### config.mk
export PLATFORM = sky130hd
export DESIGN_NAME = udp_stream_chunk_deframer_flat
export DESIGN_NICKNAME = d
export VERILOG_FILES = /design/src/rtl/core/usd_pkg.sv /design/src/rtl/core/usd_ifs.sv /design/src/rtl/core/usd_front.sv /design/src/rtl/core/usd_queue.sv /design/src/rtl/core/usd_back.sv /design/src/rtl/core/udp_stream_chunk_deframer.sv /design/src/flat_wrapper.sv
export SDC_FILE = /design/constraint.sdc
export NUM_CORES = 1
export LEC_CHECK = 0
export BUFFER_PORTS_ARGS = -buffer_cell sky130_fd_sc_hd__buf_2
export CORE_ASPECT_RATIO = 0.7
export CORE_UTILIZATION = 35
export CTS_CLUSTER_SIZE = 10
export DETAILED_ROUTE_END_ITERATION = 8
export GPL_TIMING_DRIVEN = 1
export PLACE_DENSITY = 0.62
export SYNTH_ARGS = -nofsm -noshare
export SYNTH_HDL_FRONTEND = slang
export SYNTH_HIERARCHICAL = 1
export SYNTH_SLANG_ARGS = --single-unit
export TNS_END_PERCENT = 100
### constraint.sdc
create_clock -name clk -period 4.2 [get_ports clk]
set_input_delay 0.21 -clock clk [delete_from_list [all_inputs] [get_ports clk]]
set_output_delay 0.21 -clock clk [all_outputs]
set_load 0.005 [all_outputs]
### src/rtl/core/usd_pkg.sv
`default_nettype none

package usd_pkg;

  // One result item as it travels from the parser to the output stage.
  typedef struct packed {
    logic [7:0] out_byte;
    logic       end_of_datagram;
    logic       empty_datagram;
  } usd_result_t;

  localparam int unsigned VALUE_W = 62;

  // Bytes that follow the first byte of a QUIC varint, from its two top bits.
  function automatic logic [2:0] varint_extra(input logic [1:0] len_code);
    logic [2:0] extra;
    case (len_code)
      2'd0: extra = 3'd0;
      2'd1: extra = 3'd1;
      2'd2: extra = 3'd3;
      default: extra = 3'd7;
    endcase
    return extra;
  endfunction

endpackage

`default_nettype wire

### src/rtl/core/usd_ifs.sv
`default_nettype none

interface usd_in_if;
  logic       valid;
  logic       ready;
  logic [7:0] in_byte;

  modport source (output valid, output in_byte, input ready);
  modport sink (input valid, input in_byte, output ready);
endinterface

interface usd_out_if;
  logic       valid;
  logic       ready;
  logic [7:0] out_byte;
  logic       end_of_datagram;
  logic       empty_datagram;

  modport source (output valid, output out_byte, output end_of_datagram,
                  output empty_datagram, input ready);
  modport sink (input valid, input out_byte, input end_of_datagram,
                input empty_datagram, output ready);
endinterface

`default_nettype wire

### src/rtl/core/usd_front.sv
`default_nettype none

module usd_front
  import usd_pkg::*;
(
  input  wire logic   clk,
  input  wire logic   rst,
  usd_in_if.sink      bytes,
  input  wire logic   q_full,
  output logic        push,
  output usd_result_t item
);

  localparam logic [1:0] PH_TYPE    = 2'd0;
  localparam logic [1:0] PH_LEN     = 2'd1;
  localparam logic [1:0] PH_PAYLOAD = 2'd2;

  logic [1:0]         phase, phase_next;
  logic [2:0]         varint_left, varint_left_next;
  logic [VALUE_W-1:0] value_acc, value_acc_next;
  logic               drop_chunk, drop_chunk_next;
  logic [VALUE_W-1:0] payload_left, payload_left_next;

  logic               take;
  logic [1:0]         ph;
  logic [2:0]         vl_upd;
  logic [VALUE_W-1:0] acc_upd;
  logic               vdone;
  logic [VALUE_W-1:0] pl_dec;
  logic               last;
  logic [7:0]         b;

  assign bytes.ready = !q_full;
  assign take        = bytes.valid && !q_full;
  assign b           = bytes.in_byte;
  assign ph          = (phase == 2'd3) ? PH_TYPE : phase;

  always_comb begin
    if (varint_left == 3'd0) begin
      vl_upd  = varint_extra(b[7:6]);
      acc_upd = {{(VALUE_W-6){1'b0}}, b[5:0]};
    end else begin
      vl_upd  = varint_left - 3'd1;
      acc_upd = {value_acc[VALUE_W-9:0], b};
    end
  end

  assign vdone  = (vl_upd == 3'd0);
  assign pl_dec = payload_left - {{(VALUE_W-1){1'b0}}, 1'b1};
  assign last   = (pl_dec == '0);

  always_comb begin
    phase_next        = phase;
    varint_left_next  = varint_left;
    value_acc_next    = value_acc;
    drop_chunk_next   = drop_chunk;
    payload_left_next = payload_left;
    push              = 1'b0;
    item              = '0;
    if (take) begin
      case (ph)
        PH_TYPE: begin
          varint_left_next = vl_upd;
          if (vdone) begin
            drop_chunk_next = (acc_upd != '0);
            value_acc_next  = '0;
            phase_next      = PH_LEN;
          end else begin
            value_acc_next = acc_upd;
            phase_next     = PH_TYPE;
          end
        end
        PH_LEN: begin
          varint_left_next = vl_upd;
          if (vdone) begin
            payload_left_next = acc_upd;
            value_acc_next    = '0;
            if (acc_upd == '0) begin
              // An empty datagram still has to be announced downstream.
              phase_next           = PH_TYPE;
              push                 = !drop_chunk;
              item.end_of_datagram = 1'b1;
              item.empty_datagram  = 1'b1;
            end else begin
              phase_next = PH_PAYLOAD;
            end
          end else begin
            value_acc_next = acc_upd;
          end
        end
        default: begin
          payload_left_next    = pl_dec;
          if (last) begin
            phase_next = PH_TYPE;
          end
          push                 = !drop_chunk;
          item.out_byte        = b;
          item.end_of_datagram = last;
        end
      endcase
    end
  end

  always_ff @(posedge clk) begin
    if (rst) begin
      phase        <= PH_TYPE;
      varint_left  <= 3'd0;
      value_acc    <= '0;
      drop_chunk   <= 1'b0;
      payload_left <= '0;
    end else begin
      phase        <= phase_next;
      varint_left  <= varint_left_next;
      value_acc    <= value_acc_next;
      drop_chunk   <= drop_chunk_next;
      payload_left <= payload_left_next;
    end
  end

endmodule

`default_nettype wire

### src/rtl/core/usd_queue.sv
`default_nettype none

module usd_queue
  import usd_pkg::*;
#(
  parameter int unsigned DEPTH = 4
) (
  input  wire logic         clk,
  input  wire logic         rst,
  input  wire logic         push,
  input  wire usd_result_t  push_item,
  output logic              full,
  input  wire logic         pop,
  output logic              q_valid,
  output usd_result_t       q_item
);

  localparam int unsigned AW = (DEPTH > 1) ? $clog2(DEPTH) : 1;
  localparam int unsigned CW = $clog2(DEPTH + 1);
  localparam logic [AW-1:0] LAST_PTR = AW'(DEPTH - 1);
  localparam logic [CW-1:0] FULL_CNT = CW'(DEPTH);

  usd_result_t mem [DEPTH];
  logic [AW-1:0] wr_ptr, rd_ptr;
  logic [CW-1:0] count;
  logic          do_push, do_pop;

  assign full    = (count == FULL_CNT);
  assign q_valid = (count != '0);
  assign q_item  = mem[rd_ptr];
  assign do_push = push && !full;
  assign do_pop  = pop && q_valid;

  always_ff @(posedge clk) begin
    if (do_push) begin
      mem[wr_ptr] <= push_item;
    end
  end

  always_ff @(posedge clk) begin
    if (rst) begin
      wr_ptr <= '0;
      rd_ptr <= '0;
      count  <= '0;
    end else begin
      if (do_push) begin
        wr_ptr <= (wr_ptr == LAST_PTR) ? '0 : wr_ptr + AW'(1);
      end
      if (do_pop) begin
        rd_ptr <= (rd_ptr == LAST_PTR) ? '0 : rd_ptr + AW'(1);
      end
      if (do_push && !do_pop) begin
        count <= count + CW'(1);
      end else if (do_pop && !do_push) begin
        count <= count - CW'(1);
      end
    end
  end

endmodule

`default_nettype wire

### src/rtl/core/usd_back.sv
`default_nettype none

module usd_back
  import usd_pkg::*;
(
  input  wire logic         clk,
  input  wire logic         rst,
  input  wire logic         q_valid,
  input  wire usd_result_t  q_item,
  output logic              pop,
  usd_out_if.source         datagrams
);

  logic        out_valid;
  usd_result_t out_item;

  // The output register refills in the same cycle the receiver takes it.
  assign pop = q_valid && (!out_valid || datagrams.ready);

  always_ff @(posedge clk) begin
    if (rst) begin
      out_valid <= 1'b0;
    end else if (pop) begin
      out_valid <= 1'b1;
    end else if (datagrams.ready) begin
      out_valid <= 1'b0;
    end
  end

  always_ff @(posedge clk) begin
    if (pop) begin
      out_item <= q_item;
    end
  end

  assign datagrams.valid           = out_valid;
  assign datagrams.out_byte        = out_item.out_byte;
  assign datagrams.end_of_datagram = out_item.end_of_datagram;
  assign datagrams.empty_datagram  = out_item.empty_datagram;

endmodule

`default_nettype wire

### src/rtl/core/udp_stream_chunk_deframer.sv
// Chunk deframer for a tunneled UDP byte stream.
// The bytes channel takes one stream byte per request. The stream is a run of
// chunks: a QUIC varint type, a QUIC varint length, then the payload. Payload
// bytes of type-0 chunks leave on the datagrams channel, one per request, with
// end_of_datagram on the last byte; a type-0 chunk of length zero gives one
// request with empty_datagram and end_of_datagram set and out_byte zero.
// Chunks of any other type are consumed without output.
// Throughput is one byte per cycle while the queue is not full.
// A result goes from its accepted byte into a queue entry, then into the output
// register that drives datagrams.
// When the receiver stalls, results collect in a queue of QUEUE_DEPTH entries
// plus the output register; bytes keep being accepted until the queue is
// full, then bytes.ready drops. Bytes of dropped chunks need no room, but
// they wait with all other bytes while the queue is full.
// Synchronous reset returns the parser to expecting a chunk type and empties
// the queue and output register.
`default_nettype none

module udp_stream_chunk_deframer
  import usd_pkg::*;
#(
  parameter int unsigned QUEUE_DEPTH = 4
) (
  input wire logic  clk,
  input wire logic  rst,
  usd_in_if.sink    bytes,
  usd_out_if.source datagrams
);

  logic        push, q_full, pop, q_valid;
  usd_result_t item, q_item;

  usd_front u_front (
    .clk    (clk),
    .rst    (rst),
    .bytes  (bytes),
    .q_full (q_full),
    .push   (push),
    .item   (item)
  );

  usd_queue #(
    .DEPTH (QUEUE_DEPTH)
  ) u_queue (
    .clk       (clk),
    .rst       (rst),
    .push      (push),
    .push_item (item),
    .full      (q_full),
    .pop       (pop),
    .q_valid   (q_valid),
    .q_item    (q_item)
  );

  usd_back u_back (
    .clk       (clk),
    .rst       (rst),
    .q_valid   (q_valid),
    .q_item    (q_item),
    .pop       (pop),
    .datagrams (datagrams)
  );

endmodule

`default_nettype wire

### src/flat_wrapper.sv
// flat-port wrapper written by rule: the top's interface ports become plain ports
module udp_stream_chunk_deframer_flat import usd_pkg::*;
#(
  parameter int unsigned QUEUE_DEPTH = 4
)
  (clk, rst, bytes_valid, bytes_in_byte, bytes_ready, datagrams_valid, datagrams_out_byte, datagrams_end_of_datagram, datagrams_empty_datagram, datagrams_ready);
  usd_in_if bytes_i ();
  usd_out_if datagrams_i ();
  input wire logic clk;
  input wire logic rst;
  input wire logic [$bits(bytes_i.valid)-1:0] bytes_valid;
  input wire logic [$bits(bytes_i.in_byte)-1:0] bytes_in_byte;
  output wire logic [$bits(bytes_i.ready)-1:0] bytes_ready;
  output wire logic [$bits(datagrams_i.valid)-1:0] datagrams_valid;
  output wire logic [$bits(datagrams_i.out_byte)-1:0] datagrams_out_byte;
  output wire logic [$bits(datagrams_i.end_of_datagram)-1:0] datagrams_end_of_datagram;
  output wire logic [$bits(datagrams_i.empty_datagram)-1:0] datagrams_empty_datagram;
  input wire logic [$bits(datagrams_i.ready)-1:0] datagrams_ready;
  assign bytes_i.valid = bytes_valid;
  assign bytes_i.in_byte = bytes_in_byte;
  assign bytes_ready = bytes_i.ready;
  assign datagrams_valid = datagrams_i.valid;
  assign datagrams_out_byte = datagrams_i.out_byte;
  assign datagrams_end_of_datagram = datagrams_i.end_of_datagram;
  assign datagrams_empty_datagram = datagrams_i.empty_datagram;
  assign datagrams_i.ready = datagrams_ready;
  udp_stream_chunk_deframer #(.QUEUE_DEPTH(QUEUE_DEPTH)) u_core (.clk(clk), .rst(rst), .bytes(bytes_i), .datagrams(datagrams_i));
endmodule
Yosys cells after proc, flatten, opt, wreduce, memory -nomap -nowiden:

Memory sizes are Yosys's and may differ from the RTL's. A register that Yosys moved wholly into a read port is not among the register bits.
Index checks and enable logic that the tools add are counted.

* bits in registers: 130
* bits in latches: 0
* RAM bits: 40
* bits in read-only memories: 0
* input port bits: 12
* output and inout bits: 12
* word-level logic and storage cells: 83
* memories: 1

Memory list
* u_core.u_queue.mem: depth 4, width 10, rd ports 1, clocked after Yosys merged registers in 1, wr ports 1, line usd_queue.sv:23 `usd_result_t mem [DEPTH];`

* add/sub/neg operators: 6
* $mul: 0
* div/mod/pow operators: 0
* $lt $le $gt $ge: 0
* equality and inequality tests: 8
* shift-type cells: 0
* multiplexer cells: 30
* bitwise operators: 1
* reductions and logical operators: 28

Operators with widths (count)
* 62-bit logical NOT: 2
* 62-bit 2-to-1 mux: 2
* 62-bit case mux with 2 select lines: 1
* 62-bit nonzero test: 1
* 62-bit by 1-bit subtractor with 62-bit output (second input constant): 1
* 54-bit 2-to-1 mux: 1
* 2-bit 2-to-1 mux: 8
* 10-bit 2-to-1 mux: 1
* 1-bit 2-to-1 mux: 9
* 3-bit 2-to-1 mux: 3
* 3-bit case mux with 3 select lines: 1
* 3-bit AND reduction: 3
* 2-bit equality test (second input constant): 4
* 8-bit 2-to-1 mux: 1
* 1-bit logical AND: 6
* 3-bit logical NOT: 2
* 3-bit nonzero test: 2
* 3-bit by 1-bit subtractor with 3-bit output (second input constant): 2
* 1-bit logical NOT: 5
* 2-bit by 1-bit adder with 2-bit output (second input constant): 2
* 2-bit by 1-bit equality test with 1-bit output (second input constant): 2
* 2-bit logical NOT: 2
* 1-bit case mux with 2 select lines: 2
* 2-bit case mux with 2 select lines: 1
* 8 further kinds: 9

Longest topological paths before layout:

Gate-level depths: netlist of the first run.

* depth in word-level cells: 12
* gate-level depth with buffers: 19
* mapped depth without buffers: 19

Modules after synthesis:

Netlist of the first run, hierarchy kept.

By module, submodules not included
* usd_front: times used 1, cells each 959, area an instance 6981.7 um^2, seq. area each 2442.3 um^2
* usd_queue: times used 1, cells each 102, area an instance 1955.6 um^2, seq. area each 1381.3 um^2
* usd_back: times used 1, cells each 15, area an instance 355.3 um^2, seq. area each 320.3 um^2

Worst setup path before layout of the first run:

OpenSTA, ideal clock, no wires.

* kind: register to register
* start: register u_core.u_front.payload_left[5]
* end: register u_core.u_front.phase[0]
* library setup time: 0.128 ns
* data arrival time: 3.561 ns
* data required time: 4.072 ns
* setup slack: 0.511 ns
* cell stages (with the launch flop): 13
* buffers on the path: 3
* clock period less this slack: 3.689 ns
* cell sequence: dfxtp_1 > buf_6 > or4_4 > buf_6 > or4_4 > or4_1 > buf_2 > xor2_1 > nand4_1 > or4_1 > or4_1 > a31oi_1 > nor2_1

* longest elaborated chain between the ends: 4

RTL lines
* from (decl): line usd_front.sv:22 `logic [VALUE_W-1:0] payload_left, payload_left_next;`
* from (signal assigned): line usd_front.sv:116 `payload_left <= payload_left_next;`
* 62-bit by 1-bit subtractor with 62-bit output: line usd_front.sv:49 `assign pl_dec = payload_left - {{(VALUE_W-1){1'b0}}, 1'b1};`
* 62-bit logical NOT: line usd_front.sv:50 `assign last = (pl_dec == '0);`
* 3-bit nonzero test (no line)
* 3-bit AND reduction (no line)
* to (signal assigned): line usd_front.sv:112 `phase <= phase_next;`
* to (decl): line usd_front.sv:18 `logic [1:0] phase, phase_next;`

No other way between the ends.
A chain may end at the register's enable or synchronous reset.

Worst setup path in the final report of the first run:

* start: register u_core.u_front.payload_left[17]
* end: register u_core.u_front.phase[0]

The elaborated chain is that of the path after synthesis.

==> flow_summary_export.csv, run 1 <==
group,metric,value,unit
outcome,status,"finished clean",
floorplan,core_area,25870,um^2
clocking,clkTransAtPathRegs,70,ps
clocking,clock-sinks,182,
synthesis,synth_top_cell_by_area,"dfxtp_1",
place,port_buffers,23,
worst_setup_path,startpoint_type,"flip-flop",
sta,tightest_slew,1201,ps
sta,hold_ws,38.87,ps
place,routabilityCongestion,0.9521,
worst_setup_path,endpoint_kind,"flip-flop",
synthesis,synth.avg_cell_area,8.636,um^2
floorplan,rows,49,
sta,fmax,252.2,MHz
sta,rsz0062_at_grt,"no",
sta,slew_headroom,19.92,%
floorplan,die_x,196.8,um
detailed_routing,wire_per_inst,19.33,um
clocking,cts_tree,"built",
detailed_routing,vias_per_cell,5.879,
global_routing,grt_max_degree,84,
clocking,htree_levels,4,
clocking,cts_setup_buffers,0,
clocking,postCtsHoldBufs,0,
final_layout,fin_nets,1096,
floorplan,start_util,35.92,%
sta,fin_crit,3965,ps
floorplan,die_h,138.3,um
floorplan,pin_count,24,
global_routing,antenna_found_initial,1,
synthesis,synthFlopType,"dfxtp_1",
sta,slew_violations,0,
clocking,cts-buffers-inserted,17,
global_routing,grt-ovfl-total,0,
synthesis,syn_area,9293,um^2
detailed_routing,dr.pass1.iters,5,
power_and_ir_drop,powerDensity,496.5,nW/um^2
synthesis,ys_types,65,
floorplan,die_area,27220,um^2
final_layout,num-fill-cells,2586,
global_routing,grt_pass1_wl,43570,um
place,dpl.hpwl,19140,um
worst_setup_path,path_max_fanout,9,
synthesis,yosys_warnings,6,
power_and_ir_drop,peakVddDrop,0.3100,mV
worst_setup_path,crit_required,4530,ps
clocking,insertion_delay,460,ps
detailed_routing,drcViolationCount,0,
worst_setup_path,reg2regPathDepth,9,
sta,fin_skew,10.73,ps
synthesis,synth-edff-count,50,
synthesis,syn_nets,1101,
final_layout,area_growth_syn_to_layout,11.84,%
synthesis,synth_top_area_share,28.44,%
sta,fin_crit_sh,94.41,%
final_layout,mostFrequentLayoutCell,"nor2_1",
global_routing,track_usage,20.65,%
power_and_ir_drop,leakagePower,3.730,nW
sta,fin_setup_tns,0,ps
synthesis,synthTopCellsByArea,"dfxtp_1, edfxtp_1, nor2_1",
detailed_routing,ant_nets,0,
final_layout,most-common-layout-cells,"nor2_1, dfxtp_1, a21oi_1",
worst_setup_path,cp_data_arrival_time,4290,ps
final_layout,antenna_cells,0,
worst_setup_path,crit_type,"reg2reg",
sta,setup_viol_count_final,0,
clocking,ctsResizeCount,0,
detailed_routing,via_count,8471,
synthesis,synth_seq_cells,182,
final_layout,drive_gt1_share,11.90,%
synthesis,async_reset_ff_share,0,%
worst_hold_path,whs_path_depth,3,
clocking,cts_buffer_depth,2,
sta,finalHoldViolations,0,
detailed_routing,finalWirelength,27860,um
worst_hold_path,hold_path.class,"in2reg",
detailed_routing,first_iter_violations,924,
synthesis,postSynthCellCount,1076,
clocking,clock-root-buffer,"clkbuf_16",
run,drv_cap,0,
global_routing,first_global_vias,7538,
synthesis,seq_area_frac_synth,44.59,%
-- stage by stage --
| step | std cells | total power [mW] | setup slack (ps) | util [%] | instance area (um^2) |
|---|---|---|---|---|---|
| 2_1_floorplan | 1076 | 3.070 | 511.4 | - | 9293 |
| 3_3_place_gp | 1409 | 3.546 | 341.8 | 37.97 | 9824 |
| 3_5_place_dp | 1409 | 3.553 | 288.4 | 37.97 | 9824 |
| 4_1_cts | 1441 | 5.149 | 276.0 | 40.17 | 10390 |
| 5_1_grt | 1441 | 5.426 | 51.07 | 40.17 | 10390 |
| 6_report | 1441 | 5.160 | 234.6 | 40.17 | 10390 |
-- area by class of cell --
cell class | count | area, um^2 | share of cell area, %
Multi-Input combinational cell | 785 | 4710 | 45.32
Sequential cell | 182 | 4144 | 39.87
Inverter | 26 | 123.9 | 1.192
Clock buffer | 17 | 425.4 | 4.093
Timing Repair Buffer | 59 | 400.4 | 3.853
Tap cell | 357 | 446.7 | 4.298
Clock inverter | 15 | 142.6 | 1.372
-- synthesized netlist by cell type (all sizes together) (14+ instances only) --
| cell type | count |
|---|---|
| o31ai | 17 |
| nand4 | 19 |
| a21oi | 79 |
| nand3 | 35 |
| inv | 24 |
| dfxtp | 132 |
| nor3 | 47 |
| a22oi | 63 |
| or4 | 21 |
| clkbuf | 72 |
| nor4 | 47 |
| a211oi | 14 |
| nand2 | 53 |
| nor2 | 171 |
| or3 | 16 |
| edfxtp | 50 |
| o21ai | 70 |
-- registers in the layout (all words and copies together), names as in the netlist, named ones only --
register                                 count
u_core/u_front/value_acc                    54
u_core/u_front/payload_left                 62
u_core/u_back/datagrams.end_of_datagram      1
u_core/u_queue/mem                          40
u_core/u_queue/wr_ptr                        2
u_core/u_front/drop_chunk                    1
u_core/u_back/datagrams.valid                1
u_core/u_back/datagrams.out_byte             8
u_core/u_queue/count                         3
u_core/u_queue/rd_ptr                        2
u_core/u_front/varint_left                   3
u_core/u_front/phase                         2
u_core/u_back/datagrams.empty_datagram       1
-- where the power goes --
part	leakage, nW	switching (mW)	internal, mW
clock network	0.282	0.799	0.791
registers	1.52	0.0612	1.83
logic	1.93	1.03	0.645
-- kinds of logic after synthesis --
kind of cell,after synthesis,synth area share [%]
fa+ha+maj,13,1.831
buf+inv,109,4.968
xor+xnor,21,1.979
simple gates,453,24.48
flops,182,44.59
compound gates,286,19.51
mux,12,2.639
-- worst max-delay path: stages (launching register included) --
cell and delay, ps:
dfxtp_1 380, or4_1 640, or4_4 560, or4_1 680
xor2_1 230, nand4_1 140, or4_1 480, or4_1 480
a31oi_1 200, nor2_1 50
-- worst paths after layout --
kind,start,endpoint,slack [ps]
setup reg to reg,u_core/u_front/payload_left[17],u_core/u_front/phase[0],230
hold / removal,datagrams_ready,u_core/u_back/datagrams.valid,40
setup / recovery,u_core/u_front/payload_left[17],u_core/u_front/phase[0],230
hold reg to reg,u_core/u_front/varint_left[1],u_core/u_front/varint_left[1],480
-- per-layer routing --
metal,track usage (%),part of all wire [%],vias up
met5,0,0,-
met1,31.92,49,4122
met2,27.08,40,323
met4,7.344,2.1,0
met3,5.172,8.8,33
li1,-,-,3993
(Power assumes the default switching activity.)
==> run 2, diff against run 1 <==
Settings changed: CORE_UTILIZATION 35 to 40, PLACE_DENSITY 0.62 to 0.64.
==> flow_summary_export.csv, run 2 (synthesis results as in run 1) <==
group,metric,value,unit
worst_hold_path,hold_path.class,"in2reg",
final_layout,finalInstanceArea,10340,um^2
sta,fin_crit,3983,ps
clocking,cts_setup_buffers,0,
global_routing,antenna_found_initial,1,
floorplan,die_h,129.5,um
worst_setup_path,path_buf_inv,0,
global_routing,met3_usage,6.043,%
power_and_ir_drop,leakagePower,3.720,nW
detailed_routing,dr.pass1.iters,5,
worst_setup_path,path_cells,"or4_1, or4_4, or4_1, xor2_1, nand4_1, or4_1, or4_1, a31oi_1, nor2_1",
clocking,clkTransAtPathRegs,80,ps
sta,slew_violations,0,
clocking,ctsResizeCount,0,
final_layout,top_regs,"u_core/u_front/payload_left x62, u_core/u_front/value_acc x54, u_core/u_queue/mem x40",
sta,slew_headroom,23.32,%
floorplan,die_x,184.2,um
detailed_routing,drcViolationCount,0,
power_and_ir_drop,power.switching,1.834,mW
place,placed_cell_area,9768,um^2
sta,finalHoldViolations,0,
detailed_routing,via_count,8508,
final_layout,top_register,"u_core/u_front/payload_left",
run,drv_cap,0,
detailed_routing,ant_nets,0,
outcome,status,"finished clean",
worst_setup_path,critPathSlowestCell,"or4_1",
floorplan,die_area,23850,um^2
worst_setup_path,crit_top_cell,"or4_1",
worst_hold_path,whs_path_depth,3,
global_routing,grt-busiest-layer,"met1",
worst_setup_path,crit_required,4490,ps
final_layout,fin_nets,1096,
place,dpl.hpwl,19120,um
floorplan,pin_count,24,
final_layout,mostFrequentLayoutCell,"nor2_1",
power_and_ir_drop,pwr-share-comb,32.2,%
global_routing,grt_util_met2,32.62,%
clocking,htree_levels,4,
power_and_ir_drop,peakVddDrop,0.3012,mV
worst_setup_path,endpoint_kind,"flip-flop",
power_and_ir_drop,powerDensity,497.1,nW/um^2
clocking,postCtsHoldBufs,0,
final_layout,drive_gt1_share,11.62,%
detailed_routing,finalWirelength,27930,um
global_routing,track_usage,24.08,%
worst_setup_path,startpoint_type,"flip-flop",
worst_setup_path,cp.depth,9,
sta,tightest_slew,1150,ps
clocking,cts_tree,"built",
worst_setup_path,path_max_fanout,9,
worst_setup_path,critical-path-max-stage-delay,680,ps
sta,rsz0062_at_grt,"no",
final_layout,antenna_cells,0,
global_routing,grt_max_degree,101,
final_layout,most-common-layout-cells,"nor2_1, dfxtp_1, a21oi_1",
power_and_ir_drop,power_switching_share,35.69,%
floorplan,rows,46,
sta,fin_crit_sh,94.83,%
sta,fin_skew,15.46,ps
sta,fmax,251.1,MHz
detailed_routing,wire_per_inst,20.01,um
clocking,clock-root-buffer,"clkbuf_16",
final_layout,largest_reg_flops,62,
clocking,clock-sinks,182,
sta,fin_setup_tns,0,ps
place,port_buffers,23,
power_and_ir_drop,p_clk_share,30.9,%
floorplan,core_area,22730,um^2
global_routing,grt-ovfl-total,0,
worst_setup_path,crit_type,"reg2reg",
worst_setup_path,crit_family,"simple AND/OR/NAND/NOR gates",
global_routing,first_global_vias,7616,
sta,setup_viol_count_final,0,
clocking,insertion_delay,450,ps
final_layout,area_growth_syn_to_layout,11.26,%
power_and_ir_drop,power_frac_seq,36.9,%
global_routing,grt_pass1_wl,43770,um
power_and_ir_drop,intPower,3.306,mW
clocking,cts_buffer_depth,2,
global_routing,met1_usage,36.71,%
place,routabilityCongestion,0.8841,
clocking,cts-buffers-inserted,17,
detailed_routing,first_iter_violations,903,
worst_setup_path,reg2regPathDepth,9,
worst_setup_path,cp_data_arrival_time,4270,ps
detailed_routing,vias_per_cell,6.095,
floorplan,start_util,40.88,%
run 2: power by group through the flow:
stage                     Combinational (mW)  Sequential (mW)  Clock, mW
after floorplan                         1.16             1.91          0
after global placement                  1.61             1.93          0
after detailed placement                1.61             1.93          0
after CTS                               1.62             1.89       1.61
after global routing                    1.82             1.90       1.68
final                                   1.66             1.89       1.59
run 2: area by class of cell:
type,instances,area (um^2)
repair buffers,59,400.4
fillers,2199,12400
flip-flops and latches,182,4144
multi-input cells,785,4710
clock buffers,20,436.7
inverters,26,123.9
clock inverters,12,133.9
well taps,312,390.4
run 2: through the flow:
stage	std cells	util [%]	setup slack, ps	hold WS [ps]	total power [mW]
6_report	1396	45.48	217.2	47.95	5.140
5_1_grt	1396	45.48	57.79	50.64	5.402
4_1_cts	1396	45.48	240.9	34.56	5.125
2_1_floorplan	1076	-	511.4	272.4	3.070
3_5_place_dp	1364	42.97	268.8	468.2	3.542
3_3_place_gp	1364	42.97	324.8	465.7	3.541
run 2: final timing paths:
check	startpoint	to	slack, ps
min	datagrams_ready	u_core/u_back/datagrams.valid	50
max reg2reg	u_core/u_front/payload_left[17]	u_core/u_front/phase[0]	220
max	u_core/u_front/payload_left[17]	u_core/u_front/phase[0]	220
min reg2reg	u_core/u_front/payload_left[46]	u_core/u_front/payload_left[46]	480
run 2: worst min-delay path, cell delays in order:
cell	delay, ps
buf_2	70
nand2b_4	110
a21oi_2	50
run 2: per-layer routing:
layer | routed length, um | share of wire [%]
met5 | 10 | 0.036
met4 | 640 | 2.3
met3 | 2458 | 8.8
met2 | 11220 | 40
met1 | 13600 | 49
==> run 3, diff against run 2 <==
Settings changed: HOLD_SLACK_MARGIN set to 0.1.
==> flow_summary_export.csv, run 3 (synthesis results as in run 1) <==
group,metric,value,unit
outcome,status,"finished clean",
clocking,htree_levels,4,
global_routing,antenna_found_initial,1,
power_and_ir_drop,peakVddDrop,0.3074,mV
sta,slew_headroom,22.59,%
final_layout,mostFrequentLayoutCell,"nor2_1",
worst_setup_path,endpoint_kind,"flip-flop",
worst_setup_path,path_buf_inv,0,
detailed_routing,dr.pass1.iters,5,
detailed_routing,finalWirelength,28080,um
worst_setup_path,critical-path-max-stage-delay,690,ps
clocking,cts_tree,"built",
run,drv_cap,0,
place,dpl.hpwl,19120,um
floorplan,pin_count,24,
floorplan,start_util,40.88,%
worst_setup_path,crit_family,"simple AND/OR/NAND/NOR gates",
worst_setup_path,crit_required,4500,ps
global_routing,first_global_vias,7648,
worst_setup_path,crit_top_cell,"or4_1",
sta,fmax,250.7,MHz
clocking,cts_buffer_depth,2,
sta,fin_crit,3989,ps
worst_setup_path,critPathSlowestCell,"or4_1",
worst_setup_path,startpoint_type,"flip-flop",
worst_setup_path,cp_data_arrival_time,4280,ps
sta,fin_skew,14.42,ps
final_layout,most-common-layout-cells,"nor2_1, dfxtp_1, a21oi_1",
power_and_ir_drop,powerDensity,494.7,nW/um^2
final_layout,largest_reg_flops,62,
power_and_ir_drop,leakagePower,3.749,nW
final_layout,top_regs,"u_core/u_front/payload_left x62, u_core/u_front/value_acc x54, u_core/u_queue/mem x40",
detailed_routing,first_iter_violations,1101,
floorplan,die_x,184.2,um
sta,setup_viol_count_final,0,
sta,slew_violations,0,
detailed_routing,via_count,8577,
final_layout,top_register,"u_core/u_front/payload_left",
clocking,clkTransAtPathRegs,80,ps
detailed_routing,ant_nets,0,
final_layout,num-fill-cells,2189,
sta,finalHoldViolations,0,
clocking,cts-buffers-inserted,17,
floorplan,rows,46,
sta,tightest_slew,1161,ps
detailed_routing,wire_per_inst,20.01,um
final_layout,drive_gt1_share,11.55,%
global_routing,track_usage,24.12,%
final_layout,finalInstanceArea,10410,um^2
global_routing,grt-ovfl-total,0,
worst_setup_path,crit_type,"reg2reg",
place,routabilityCongestion,0.8841,
clocking,cts_setup_buffers,0,
clocking,insertion_delay,450,ps
sta,fin_setup_tns,0,ps
floorplan,die_area,23850,um^2
floorplan,core_area,22730,um^2
final_layout,area_growth_syn_to_layout,12.01,%
worst_hold_path,hold_path.class,"in2reg",
final_layout,antenna_cells,0,
detailed_routing,drcViolationCount,0,
sta,fin_crit_sh,94.98,%
clocking,clock-root-buffer,"clkbuf_16",
global_routing,grt_max_degree,101,
floorplan,die_h,129.5,um
clocking,clock-sinks,182,
worst_setup_path,path_max_fanout,9,
place,placed_cell_area,9768,um^2
final_layout,fin_nets,1103,
sta,rsz0062_at_grt,"no",
place,port_buffers,23,
detailed_routing,vias_per_cell,6.113,
worst_setup_path,path_cells,"or4_1, or4_4, or4_1, xor2_1, nand4_1, or4_1, or4_1, a31oi_1, nor2_1",
global_routing,grt_pass1_wl,43850,um
-- run 3: changes by cell type in the layout (fill, tap and decap cells not counted) --
| cell | previous run | this run |
|---|---|---|
| dlygate4sd3_1 | 0 | 7 |
-- run 3: power breakdown --
| part | internal (mW) | switching [mW] | leakage, nW |
|---|---|---|---|
| clock | 0.838 | 0.751 | 0.272 |
| sequential | 1.84 | 0.0594 | 1.52 |
| combinational | 0.636 | 1.03 | 1.96 |
| total | 3.31 | 1.84 | 3.75 |
-- run 3: stage by stage --
| step | util, % | hold slack (ps) | setup slack [ps] | cells | power [mW] |
|---|---|---|---|---|---|
| after floorplan | - | 272.4 | 511.4 | 1076 | 3.070 |
| after detailed placement | 42.97 | 468.2 | 268.8 | 1364 | 3.542 |
| after global placement | 42.97 | 465.7 | 324.8 | 1364 | 3.541 |
| final | 45.78 | 202.8 | 211.0 | 1403 | 5.149 |
| after global routing | 45.78 | 221.1 | 57.79 | 1403 | 5.407 |
| after CTS | 45.78 | 182.5 | 240.9 | 1403 | 5.130 |
-- run 3: area by class of cell --
class                      instances  area, um^2  area share, %
clock buffer                      20       436.7          4.195
clock inverter                    12       133.9          1.286
inverter                          26       123.9          1.190
multi-input combinational        785        4710          45.25
sequential                       182        4144          39.81
tap                              312       390.4          3.750
timing repair buffer              66       470.5          4.520
-- run 3: timing repair --
item / CTS / global route
gates resized for setup: 0 / 0
endpoints found under the hold margin: 8 / 0
hold buffers: 7 / 0
-- run 3: worst register-to-register path: stages (launching register included) --
cell and delay [ps]:
dfxtp_1 390, or4_1 640, or4_4 560, or4_1 690
xor2_1 240, nand4_1 140, or4_1 480, or4_1 460
a31oi_1 180, nor2_1 50
-- run 3: path summary, 6_finish.rpt --
path | slack, ps | start | cells after the start | endpoint
worst max register to register | 210 | u_core/u_front/payload_left[17] | 9 | u_core/u_front/phase[0]
worst max-delay path | 210 | u_core/u_front/payload_left[17] | 9 | u_core/u_front/phase[0]
worst min register to register | 480 | u_core/u_front/payload_left[46] | 2 | u_core/u_front/payload_left[46]
worst min-delay path | 200 | bytes_in_byte[6] | 3 | u_core/u_front/value_acc[6]
-- run 3: layer usage --
layer / part of all wire, % / GRT usage, % / vias to the layer above
met5: 0.036 / 0 / -
met2: 40 / 32.78 / 364
met3: 9.5 / 6.043 / 46
li1: - / - / 4012
met4: 2.1 / 7.598 / 2
met1: 48 / 36.71 / 4153
